[src/rtl/msd_pkg.sv]
`timescale 1ns / 1ps
`default_nettype none
// ----------------------------------------------------------------------------
// msd_pkg
// Shared types and constants of the multi-channel settle detector.
// ----------------------------------------------------------------------------
package msd_pkg;

    localparam int CHANNELS    = 6;
    localparam int FORCE_FIELDS = 6;
    localparam int FORCE_W     = 24;
    localparam int TOL_W       = 23;
    localparam int LOOPS_W     = 16;
    localparam int COUNT_W     = 17;
    localparam int MASK_W      = 6;
    localparam int ADDR_W      = 4;
    localparam int DATA_W      = 32;

    localparam logic [COUNT_W-1:0] COUNT_MAX = {COUNT_W{1'b1}};

    // register indexes (byte address = 4 * index)
    localparam logic [1:0] REG_SETTLE_TOL   = 2'd0;
    localparam logic [1:0] REG_SETTLE_LOOPS = 2'd1;
    localparam logic [1:0] REG_TIMEOUT_LOOPS = 2'd2;

    localparam logic [TOL_W-1:0]   RST_SETTLE_TOL    = TOL_W'(25600);
    localparam logic [LOOPS_W-1:0] RST_SETTLE_LOOPS  = LOOPS_W'(10);
    localparam logic [LOOPS_W-1:0] RST_TIMEOUT_LOOPS = LOOPS_W'(100);

    localparam logic REQ_SAMPLE  = 1'b0;
    localparam logic REQ_RESTART = 1'b1;

    typedef logic signed [FORCE_W-1:0] force_t;
    typedef logic [COUNT_W-1:0]        count_t;

    typedef struct packed {
        logic [TOL_W-1:0]   settle_tolerance;
        logic [LOOPS_W-1:0] settle_loops;
        logic [LOOPS_W-1:0] timeout_loops;
    } cfg_t;

    typedef struct packed {
        logic              all_settled;
        logic              raise_complete;
        logic [MASK_W-1:0] timed_out_mask;
    } result_t;

endpackage
`default_nettype wire

[src/rtl/msd_if.sv]
`timescale 1ns / 1ps
`default_nettype none
// ----------------------------------------------------------------------------
// msd_in_if / msd_out_if
// Valid/ready channels for sample requests and settle results.
// ----------------------------------------------------------------------------
interface msd_in_if;
    logic               valid;
    logic               ready;
    logic               req_type;
    logic               position_done;
    logic               support_filled;
    logic signed [23:0] force_0;
    logic signed [23:0] force_1;
    logic signed [23:0] force_2;
    logic signed [23:0] force_3;
    logic signed [23:0] force_4;
    logic signed [23:0] force_5;

    modport source (
        output valid, req_type, position_done, support_filled,
        output force_0, force_1, force_2, force_3, force_4, force_5,
        input  ready
    );
    modport sink (
        input  valid, req_type, position_done, support_filled,
        input  force_0, force_1, force_2, force_3, force_4, force_5,
        output ready
    );
endinterface

interface msd_out_if;
    logic       valid;
    logic       ready;
    logic       all_settled;
    logic       raise_complete;
    logic [5:0] timed_out_mask;

    modport source (
        output valid, all_settled, raise_complete, timed_out_mask,
        input  ready
    );
    modport sink (
        input  valid, all_settled, raise_complete, timed_out_mask,
        output ready
    );
endinterface
`default_nettype wire

[src/rtl/multi_channel_settle_detector.sv]
`timescale 1ns / 1ps
`default_nettype none
// ----------------------------------------------------------------------------
// multi_channel_settle_detector
// Force settle detection over six channels with an APB register port.
// ----------------------------------------------------------------------------
// Usage:
//   in_ch carries one sample (or restart) transaction: done flags plus one
//   force per channel. out_ch returns exactly one result per transaction:
//   all_settled, raise_complete and the per-channel timeout mask.
//   One lane per channel checks its channel in parallel; the merge chain
//   lets a lane commit only when every lower channel reported settled.
//   An accepted result is registered in the result register, or in the skid
//   entry while out_ch stalls. A new transaction is taken every cycle while
//   in_ch.ready is high; each lane's state is registered before the next one.
//   A two-entry output buffer (result register plus skid register) keeps
//   in_ch.ready high while one result waits; in_ch.ready is low while both
//   entries are full, which needs out_ch stalled with a result already held,
//   and comes back the cycle after the skid entry moves up.
//   Reset clears all channel state (disarmed) and loads the register
//   defaults: tolerance 25600, settle loops 10, timeout loops 100.
//   Registers are written through APB at byte addresses 0, 4 and 8 and
//   must only change while the block is idle.
// ----------------------------------------------------------------------------
module multi_channel_settle_detector
    import msd_pkg::*;
(
    input  wire logic              clk,
    input  wire logic              rst_n,
    msd_in_if.sink                 in_ch,
    msd_out_if.source              out_ch,
    input  wire logic              psel,
    input  wire logic              penable,
    input  wire logic              pwrite,
    input  wire logic [ADDR_W-1:0] paddr,
    input  wire logic [DATA_W-1:0] pwdata,
    output logic      [DATA_W-1:0] prdata,
    output logic                   pready
);

    cfg_t    cfg;
    force_t  forces [FORCE_FIELDS];
    logic    in_acc;
    logic    restart;
    logic    sample;

    logic [CHANNELS-1:0] settled;
    logic [CHANNELS-1:0] check_en;
    logic [CHANNELS-1:0] timed_out;
    logic [CHANNELS-1:0] armed;
    logic [MASK_W-1:0]   mask;
    logic                all_set;
    result_t             res;

    result_t main_reg,  main_next;
    result_t skid_reg,  skid_next;
    logic    main_valid_reg, main_valid_next;
    logic    skid_valid_reg, skid_valid_next;

    msd_cfg_regs u_cfg (
        .clk     (clk),
        .rst_n   (rst_n),
        .psel    (psel),
        .penable (penable),
        .pwrite  (pwrite),
        .paddr   (paddr),
        .pwdata  (pwdata),
        .prdata  (prdata),
        .pready  (pready),
        .cfg     (cfg)
    );

    assign forces[0] = in_ch.force_0;
    assign forces[1] = in_ch.force_1;
    assign forces[2] = in_ch.force_2;
    assign forces[3] = in_ch.force_3;
    assign forces[4] = in_ch.force_4;
    assign forces[5] = in_ch.force_5;

    assign in_ch.ready = !skid_valid_reg;
    assign in_acc      = in_ch.valid && in_ch.ready;
    assign restart     = in_acc && (in_ch.req_type == REQ_RESTART);
    assign sample      = in_acc && (in_ch.req_type == REQ_SAMPLE) && in_ch.position_done;

    // merge chain: a lane is checked only past a run of settled lanes
    assign check_en[0] = sample;
    genvar g;
    generate
        for (g = 1; g < CHANNELS; g++)
        begin : g_chain
            assign check_en[g] = check_en[g-1] && settled[g-1];
        end

        for (g = 0; g < CHANNELS; g++)
        begin : g_lane
            force_t lane_force;
            if (g < FORCE_FIELDS)
            begin : g_fin
                assign lane_force = forces[g];
            end
            else
            begin : g_fzero
                assign lane_force = '0;
            end

            msd_lane u_lane (
                .clk            (clk),
                .rst_n          (rst_n),
                .cfg            (cfg),
                .restart        (restart),
                .check_en       (check_en[g]),
                .force_val      (lane_force),
                .settled        (settled[g]),
                .timed_out_next (timed_out[g]),
                .armed          (armed[g])
            );
        end

        for (g = 0; g < MASK_W; g++)
        begin : g_mask
            if (g < CHANNELS)
            begin : g_on
                assign mask[g] = timed_out[g];
            end
            else
            begin : g_off
                assign mask[g] = 1'b0;
            end
        end
    endgenerate

    assign all_set = sample && (&settled);

    always_comb
    begin
        res.all_settled    = all_set;
        res.raise_complete = all_set && in_ch.support_filled;
        res.timed_out_mask = mask;
    end

    // result register with skid entry
    always_comb
    begin
        main_next       = main_reg;
        skid_next       = skid_reg;
        main_valid_next = main_valid_reg;
        skid_valid_next = skid_valid_reg;
        if (main_valid_reg && !out_ch.ready)
        begin
            if (in_acc)
            begin
                skid_next       = res;
                skid_valid_next = 1'b1;
            end
        end
        else if (skid_valid_reg)
        begin
            main_next       = skid_reg;
            main_valid_next = 1'b1;
            skid_valid_next = 1'b0;
        end
        else
        begin
            main_next       = res;
            main_valid_next = in_acc;
        end
    end

    always_ff @(posedge clk or negedge rst_n)
    begin
        if (!rst_n)
        begin
            main_valid_reg <= 1'b0;
            skid_valid_reg <= 1'b0;
        end
        else
        begin
            main_valid_reg <= main_valid_next;
            skid_valid_reg <= skid_valid_next;
        end
    end

    always_ff @(posedge clk)
    begin
        main_reg <= main_next;
        skid_reg <= skid_next;
    end

    assign out_ch.valid          = main_valid_reg;
    assign out_ch.all_settled    = main_reg.all_settled;
    assign out_ch.raise_complete = main_reg.raise_complete;
    assign out_ch.timed_out_mask = main_reg.timed_out_mask;

    // the skid entry is only ever filled behind a held result
    a_skid_behind_main: assert property (@(posedge clk) disable iff (!rst_n)
        skid_valid_reg |-> main_valid_reg)
        else $error("skid entry valid without result entry");

    // a restart leaves every channel disarmed
    a_restart_disarms: assert property (@(posedge clk) disable iff (!rst_n)
        restart |=> (armed == '0))
        else $error("channel still armed after restart");

    // all settled only when the chain reached and passed every lane
    a_all_needs_chain: assert property (@(posedge clk) disable iff (!rst_n)
        all_set |-> (check_en[CHANNELS-1] && (&settled)))
        else $error("all_settled without full channel chain");

    // a lane is never checked on a restart or outside a sample transaction
    a_check_only_sample: assert property (@(posedge clk) disable iff (!rst_n)
        (check_en != '0) |-> (sample && !restart))
        else $error("lane checked outside a sample transaction");

endmodule
`default_nettype wire

[src/rtl/msd_cfg_regs.sv]
`timescale 1ns / 1ps
`default_nettype none
// ----------------------------------------------------------------------------
// msd_cfg_regs
// APB register file holding tolerance and loop limits.
// ----------------------------------------------------------------------------
module msd_cfg_regs
    import msd_pkg::*;
(
    input  wire logic              clk,
    input  wire logic              rst_n,
    input  wire logic              psel,
    input  wire logic              penable,
    input  wire logic              pwrite,
    input  wire logic [ADDR_W-1:0] paddr,
    input  wire logic [DATA_W-1:0] pwdata,
    output logic      [DATA_W-1:0] prdata,
    output logic                   pready,
    output cfg_t                   cfg
);

    cfg_t       cfg_reg;
    cfg_t       cfg_next;
    logic [1:0] reg_idx;
    logic       wr_en;

    assign reg_idx = paddr[3:2];
    assign wr_en   = psel && penable && pwrite;
    assign pready  = 1'b1;
    assign cfg     = cfg_reg;

    always_comb
    begin
        cfg_next = cfg_reg;
        if (wr_en)
        begin
            unique case (reg_idx)
                REG_SETTLE_TOL:    cfg_next.settle_tolerance = pwdata[TOL_W-1:0];
                REG_SETTLE_LOOPS:  cfg_next.settle_loops     = pwdata[LOOPS_W-1:0];
                REG_TIMEOUT_LOOPS: cfg_next.timeout_loops    = pwdata[LOOPS_W-1:0];
                default:           cfg_next = cfg_reg;
            endcase
        end
    end

    always_comb
    begin
        unique case (reg_idx)
            REG_SETTLE_TOL:    prdata = DATA_W'(cfg_reg.settle_tolerance);
            REG_SETTLE_LOOPS:  prdata = DATA_W'(cfg_reg.settle_loops);
            REG_TIMEOUT_LOOPS: prdata = DATA_W'(cfg_reg.timeout_loops);
            default:           prdata = '0;
        endcase
    end

    always_ff @(posedge clk or negedge rst_n)
    begin
        if (!rst_n)
        begin
            cfg_reg.settle_tolerance <= RST_SETTLE_TOL;
            cfg_reg.settle_loops     <= RST_SETTLE_LOOPS;
            cfg_reg.timeout_loops    <= RST_TIMEOUT_LOOPS;
        end
        else
        begin
            cfg_reg <= cfg_next;
        end
    end

endmodule
`default_nettype wire

[src/rtl/msd_lane.sv]
`timescale 1ns / 1ps
`default_nettype none
// ----------------------------------------------------------------------------
// msd_lane
// Settle check for one force channel: arm, timeout, deviation and count.
// ----------------------------------------------------------------------------
module msd_lane
    import msd_pkg::*;
(
    input  wire logic   clk,
    input  wire logic   rst_n,
    input  wire cfg_t   cfg,
    input  wire logic   restart,
    input  wire logic   check_en,
    input  wire force_t force_val,
    output logic        settled,
    output logic        timed_out_next,
    output logic        armed
);

    logic   armed_reg,   armed_next;
    force_t mid_reg,     mid_next;
    count_t scnt_reg,    scnt_next;
    count_t tcnt_reg,    tcnt_next;

    logic   armed_upd;
    force_t mid_upd;
    count_t scnt_upd;
    count_t tcnt_upd;

    logic signed [FORCE_W:0] diff;
    logic        [FORCE_W:0] dev;
    logic signed [FORCE_W:0] sum;
    logic                    tmo_hit;
    logic                    dev_big;

    assign diff    = FORCE_W'(0) + ({force_val[FORCE_W-1], force_val}
                     - {mid_reg[FORCE_W-1], mid_reg});
    assign dev     = diff[FORCE_W] ? (FORCE_W+1)'(-diff) : diff;
    assign sum     = {force_val[FORCE_W-1], force_val} + {mid_reg[FORCE_W-1], mid_reg};
    assign tmo_hit = tcnt_reg > COUNT_W'(cfg.timeout_loops);
    assign dev_big = dev > (FORCE_W+1)'(cfg.settle_tolerance);

    // one check of this channel
    always_comb
    begin
        armed_upd = armed_reg;
        mid_upd   = mid_reg;
        scnt_upd  = scnt_reg;
        tcnt_upd  = tcnt_reg;
        settled   = 1'b0;
        if (!armed_reg)
        begin
            armed_upd = 1'b1;
            mid_upd   = force_val;
            scnt_upd  = '0;
            tcnt_upd  = '0;
        end
        else if (tmo_hit)
        begin
            settled = 1'b1;
        end
        else
        begin
            if (tcnt_reg != COUNT_MAX)
                tcnt_upd = tcnt_reg + 1'b1;
            if (dev_big)
            begin
                scnt_upd = '0;
                mid_upd  = sum[FORCE_W:1];   // floor of the halved sum
            end
            else if (scnt_reg > COUNT_W'(cfg.settle_loops))
            begin
                settled = 1'b1;
            end
            else if (scnt_reg != COUNT_MAX)
            begin
                scnt_upd = scnt_reg + 1'b1;
            end
        end
    end

    always_comb
    begin
        armed_next = armed_reg;
        mid_next   = mid_reg;
        scnt_next  = scnt_reg;
        tcnt_next  = tcnt_reg;
        if (restart)
        begin
            armed_next = 1'b0;
            mid_next   = '0;
            scnt_next  = '0;
            tcnt_next  = '0;
        end
        else if (check_en)
        begin
            armed_next = armed_upd;
            mid_next   = mid_upd;
            scnt_next  = scnt_upd;
            tcnt_next  = tcnt_upd;
        end
    end

    assign timed_out_next = armed_next && (tcnt_next > COUNT_W'(cfg.timeout_loops));
    assign armed          = armed_reg;

    always_ff @(posedge clk or negedge rst_n)
    begin
        if (!rst_n)
        begin
            armed_reg <= 1'b0;
            mid_reg   <= '0;
            scnt_reg  <= '0;
            tcnt_reg  <= '0;
        end
        else
        begin
            armed_reg <= armed_next;
            mid_reg   <= mid_next;
            scnt_reg  <= scnt_next;
            tcnt_reg  <= tcnt_next;
        end
    end

endmodule
`default_nettype wire
[src/flat_wrapper.sv]
// flat-port wrapper written by rule: the top's interface ports become plain ports
module multi_channel_settle_detector_flat import msd_pkg::*;
  (clk, rst_n, psel, penable, pwrite, paddr, pwdata, prdata, pready, in_ch_valid, in_ch_req_type, in_ch_position_done, in_ch_support_filled, in_ch_force_0, in_ch_force_1, in_ch_force_2, in_ch_force_3, in_ch_force_4, in_ch_force_5, in_ch_ready, out_ch_valid, out_ch_all_settled, out_ch_raise_complete, out_ch_timed_out_mask, out_ch_ready);
  msd_in_if in_ch_i ();
  msd_out_if out_ch_i ();
  input  wire logic clk;
  input  wire logic rst_n;
  input  wire logic psel;
  input  wire logic penable;
  input  wire logic pwrite;
  input  wire logic [ADDR_W-1:0] paddr;
  input  wire logic [DATA_W-1:0] pwdata;
  output logic      [DATA_W-1:0] prdata;
  output logic pready;
  input wire logic [$bits(in_ch_i.valid)-1:0] in_ch_valid;
  input wire logic [$bits(in_ch_i.req_type)-1:0] in_ch_req_type;
  input wire logic [$bits(in_ch_i.position_done)-1:0] in_ch_position_done;
  input wire logic [$bits(in_ch_i.support_filled)-1:0] in_ch_support_filled;
  input wire logic [$bits(in_ch_i.force_0)-1:0] in_ch_force_0;
  input wire logic [$bits(in_ch_i.force_1)-1:0] in_ch_force_1;
  input wire logic [$bits(in_ch_i.force_2)-1:0] in_ch_force_2;
  input wire logic [$bits(in_ch_i.force_3)-1:0] in_ch_force_3;
  input wire logic [$bits(in_ch_i.force_4)-1:0] in_ch_force_4;
  input wire logic [$bits(in_ch_i.force_5)-1:0] in_ch_force_5;
  output wire logic [$bits(in_ch_i.ready)-1:0] in_ch_ready;
  output wire logic [$bits(out_ch_i.valid)-1:0] out_ch_valid;
  output wire logic [$bits(out_ch_i.all_settled)-1:0] out_ch_all_settled;
  output wire logic [$bits(out_ch_i.raise_complete)-1:0] out_ch_raise_complete;
  output wire logic [$bits(out_ch_i.timed_out_mask)-1:0] out_ch_timed_out_mask;
  input wire logic [$bits(out_ch_i.ready)-1:0] out_ch_ready;
  assign in_ch_i.valid = in_ch_valid;
  assign in_ch_i.req_type = in_ch_req_type;
  assign in_ch_i.position_done = in_ch_position_done;
  assign in_ch_i.support_filled = in_ch_support_filled;
  assign in_ch_i.force_0 = in_ch_force_0;
  assign in_ch_i.force_1 = in_ch_force_1;
  assign in_ch_i.force_2 = in_ch_force_2;
  assign in_ch_i.force_3 = in_ch_force_3;
  assign in_ch_i.force_4 = in_ch_force_4;
  assign in_ch_i.force_5 = in_ch_force_5;
  assign in_ch_ready = in_ch_i.ready;
  assign out_ch_valid = out_ch_i.valid;
  assign out_ch_all_settled = out_ch_i.all_settled;
  assign out_ch_raise_complete = out_ch_i.raise_complete;
  assign out_ch_timed_out_mask = out_ch_i.timed_out_mask;
  assign out_ch_i.ready = out_ch_ready;
  multi_channel_settle_detector u_core (.clk(clk), .rst_n(rst_n), .in_ch(in_ch_i), .out_ch(out_ch_i), .psel(psel), .penable(penable), .pwrite(pwrite), .paddr(paddr), .pwdata(pwdata), .prdata(prdata), .pready(pready));
endmodule
[config.mk]
export PLATFORM = sky130hd
export DESIGN_NAME = multi_channel_settle_detector_flat
export DESIGN_NICKNAME = d
export VERILOG_FILES = /design/src/rtl/msd_pkg.sv /design/src/rtl/msd_if.sv /design/src/rtl/multi_channel_settle_detector.sv /design/src/rtl/msd_cfg_regs.sv /design/src/rtl/msd_lane.sv /design/src/flat_wrapper.sv
export SDC_FILE = /design/constraint.sdc
export NUM_CORES = 2
export LEC_CHECK = 0
export ABC_CLOCK_PERIOD_IN_PS = 12200
export BUFFER_PORTS_ARGS = -buffer_cell sky130_fd_sc_hd__buf_2
export CAP_MARGIN = 20
export CORE_MARGIN = 5
export CORE_UTILIZATION = 53
export CTS_CLUSTER_DIAMETER = 50
export DETAILED_ROUTE_END_ITERATION = 10
export GPL_TIMING_DRIVEN = 1
export HOLD_SLACK_MARGIN = 0.08
export PLACE_DENSITY = 0.7
export SLEW_MARGIN = 20
export SYNTH_ARGS = -nofsm -noshare
export SYNTH_HDL_FRONTEND = slang
export SYNTH_SLANG_ARGS = --single-unit
[constraint.sdc]
create_clock -name clk -period 12.2 [get_ports clk]
set_input_delay 0 -clock clk [delete_from_list [all_inputs] [get_ports clk]]
set_output_delay 0 -clock clk [all_outputs]
set_load 0.02 [all_outputs]
==> run_results.csv <==
group,metric,value,unit
yosys,synth-simple-area-share,19.8,%
clock_network,cts_max_level,3,
floorplan,ioPinCount,233,
routing,ant_nets,0,
yosys,syn_inst,6104,
yosys,synth_compound_area_share,24.7,%
floorplan,row_count,111,
global_route,grt-ovfl-total,0,
global_route,grt_pass1_vias,44800,
timing,fmax,96.2,MHz
power_and_ir_drop,p_leak,25.4,nW
routing,routedWlPerCell,19.8,um
clock_network,cts-root-buf,"clkbuf_16",
global_route,grt_pass1_wl,242,mm
yosys,syn_avg_cell_area,8.01,sq um
clock_network,cts_buffers,86,
critical_path,end_kind,"flop",
floorplan,die_y,314,um
critical_path,crit_path_max_incr_delay,740,ps
global_route,grtUsageTotal,29.9,%
floorplan,start_util,53.3,%
place,finalWeightedCongestion,0.942,
routing,first_pass_iters,6,
yosys,synth_async_sr_flop_share,96.3,%
critical_path,crit_top_cell,"o21a_1",
yosys,syn-cell-area,0.0489,sq mm
timing,final.period_utilization,85.2,%
final_layout,drive_above_1_share,8.71,%
critical_path,start_kind,"flop",
final_layout,largest_reg_flops,144,
timing,fin_crit,10400,ps
flow_run,drv_cap,0,
outcome,status,"completed",
critical_path,regToRegEndpoint,"u_core.out_ch.timed_out_mask[3]",
yosys,dominantRegCellSynth,"dfrtp_1",
routing,routed_wl,153,mm
routing,post-route-drc-count,0,
yosys,synth_edf_count,16,
yosys,synthXorXnorAreaFrac,7.18,%
yosys,yosys_warnings,0,
critical_path,critPathMaxFanout,12,
timing,rsz0062_at_grt,"no",
yosys,synthMuxAreaShare,1.44,%
hold_path,hold-path-endpoint,"u_core.u_cfg.cfg[25]",
clock_network,cts_resized,0,
critical_path,critPathRequiredTime,12610,ps
critical_path,reg2reg_setup_slack,1800,ps
power_and_ir_drop,power_density,151,mW/mm^2
floorplan,die_x,314,um
critical_path,critPathBufInv,0,
final_layout,final_cell_area,0.0562,sq mm
yosys,seq_area_frac_synth,22.0,%
clock_network,clk_path_buf_depth,3,
final_layout,final_common_cell,"ha_1",
final_layout,final_cell_mix,"ha_1, o21ai_0, nand2_1",
yosys,ys_seq_elements,427,
place,dp_hpwl,108,mm
critical_path,cp.arrival,10810,ps
critical_path,path_class,"reg2reg",
critical_path,rr_worst_depth,39,
routing,via_per_inst,6.16,
timing,fin_setup_tns,0,ps
routing,vias,47400,
clock_network,cts_tree,"built",
clock_network,cts_sinks,427,
place,post_dp_cell_area,0.0511,sq mm
critical_path,crit_family,"compound AO/OA/AOI/OAI gates",
timing,relSlewSlack,25.5,%
yosys,synth_top_family_by_area,"compound AO/OA/AOI/OAI gates",
clock_network,cts_setup_buffers,0,
hold_path,whs_path_depth,4,
floorplan,core,0.0917,sq mm
yosys,synthAdderAreaFrac,19.4,%
clock_network,clkSlewWorstSetupHoldPaths,60,ps
hold_path,hp-class,"in2reg",
final_layout,final_nets,7369,
timing,slew_violations,0,
place,port_buffers,211,
final_layout,fin_util,61.4,%
timing,finalHoldViolations,0,
global_route,antenna_found_initial,6,
routing,drt-initial-drc-count,3767,
critical_path,r2r-start,"u_core.g_lane[0].u_lane.mid_reg[0]",
yosys,yosysUniqueCellTypes,105,
timing,worstMarginPinSlew,1120,ps
global_route,grt_max_degree,133,
power_and_ir_drop,vdd_drop_max,135,uV
timing,setup_viol,0,
floorplan,die_area,0.0984,sq mm
final_layout,area_growth,15.0,%
hold_path,worstHoldStart,"pwdata[9]",
critical_path,slowest_stage,"nand2_1",
timing,fin_skew,52.1,ps
clock_network,insertion_delay,690,ps
-- worst max-delay path by stage --
| stage | endpoint | start | slack [ps] | cells past startpoint |
|---|---|---|---|---|
| 5_1_grt | u_core.out_ch.timed_out_mask[3] | u_core.g_lane[0].u_lane.mid_reg[0] | 1230 | 40 |
| 3_5_place_dp | u_core.out_ch.timed_out_mask[3] | u_core.g_lane[0].u_lane.mid_reg[0] | 1940 | 39 |
| 3_3_place_gp | u_core.out_ch.timed_out_mask[3] | u_core.g_lane[0].u_lane.mid_reg[0] | 2100 | 39 |
| 6_report | u_core.out_ch.timed_out_mask[3] | u_core.g_lane[0].u_lane.mid_reg[0] | 1800 | 39 |
| 2_1_floorplan | u_core.out_ch.timed_out_mask[3] | u_core.g_lane[2].u_lane.mid_reg[0] | 3620 | 39 |
| 4_1_cts | u_core.out_ch.timed_out_mask[3] | u_core.g_lane[0].u_lane.mid_reg[0] | 1870 | 40 |
-- cell usage after synthesis, drive strengths merged, types with 112 or more instances --
cell,instances,area (sq um)
dfrtp,403,10100
nand3,139,696
nor3,143,721
or3,112,701
clkbuf,222,833
nand4,112,701
a21o,148,1110
o21ai,484,2420
nand2,450,1690
o21a,116,871
xnor2,309,2710
inv,413,1550
a21oi,434,2180
ha,738,9230
nor2,447,1680
-- kinds of logic (layout without fill, tap and decap cells) --
kind of cell | after synthesis | in the layout
simple gates | 1920 | 1920
compound gates | 1849 | 1849
fa+ha+maj | 750 | 750
buf+inv | 686 | 1076
flops | 427 | 427
xor+xnor | 401 | 401
mux | 69 | 69
other cells | 2 | 17
-- worst min-delay path, cell delays in order --
cell           delay, ps
dlygate4sd3_1        530
buf_2                140
nand2_1               50
o21ai_0               60
-- cell type report --
| type | count | area [sq um] |
|---|---|---|
| Inverter | 420 | 1580 |
| Tap cell | 1186 | 1480 |
| Multi-Input combinational cell | 4999 | 35600 |
| Sequential cell | 427 | 10800 |
| Fill cell | 7994 | 35400 |
| Antenna cell | 7 | 17.5 |
| Timing Repair Buffer | 495 | 3750 |
| Clock buffer | 100 | 2280 |
| Clock inverter | 61 | 790 |
-- metrics by stage --
step           hold WS [ps]  total power [mW]  instances  worst slack [ps]
5_1_grt                 142              9.08       7689              1230
3_3_place_gp           38.7              5.71       7324              2100
4_1_cts                91.3              8.44       7686              1870
2_1_floorplan          -296              4.70       6112              3620
3_5_place_dp           45.9              5.81       7324              1940
6_report                138              8.47       7695              1800
-- where the power goes --
part / total [mW] / internal (mW) / switching (mW)
clock: 2.52 / 1.57 / 0.947
sequential: 1.65 / 1.56 / 0.0875
combinational: 4.31 / 1.74 / 2.57
-- what timing repair did --
item,4_1_cts,5_1_grt
hold buffers,201,0
hold endpoints to repair,348,0
endpoints found under the setup margin,0,0
-- routing by layer --
metal | share of wire (%) | track usage [%] | routed length [um]
met2 | 44 | 47.3 | 67100
met3 | 8.0 | 6.46 | 12200
met4 | 3.7 | 10.5 | 5660
met5 | 0.012 | 0 | 19
met1 | 44 | 40.5 | 67600
(Power assumes the default switching activity.)
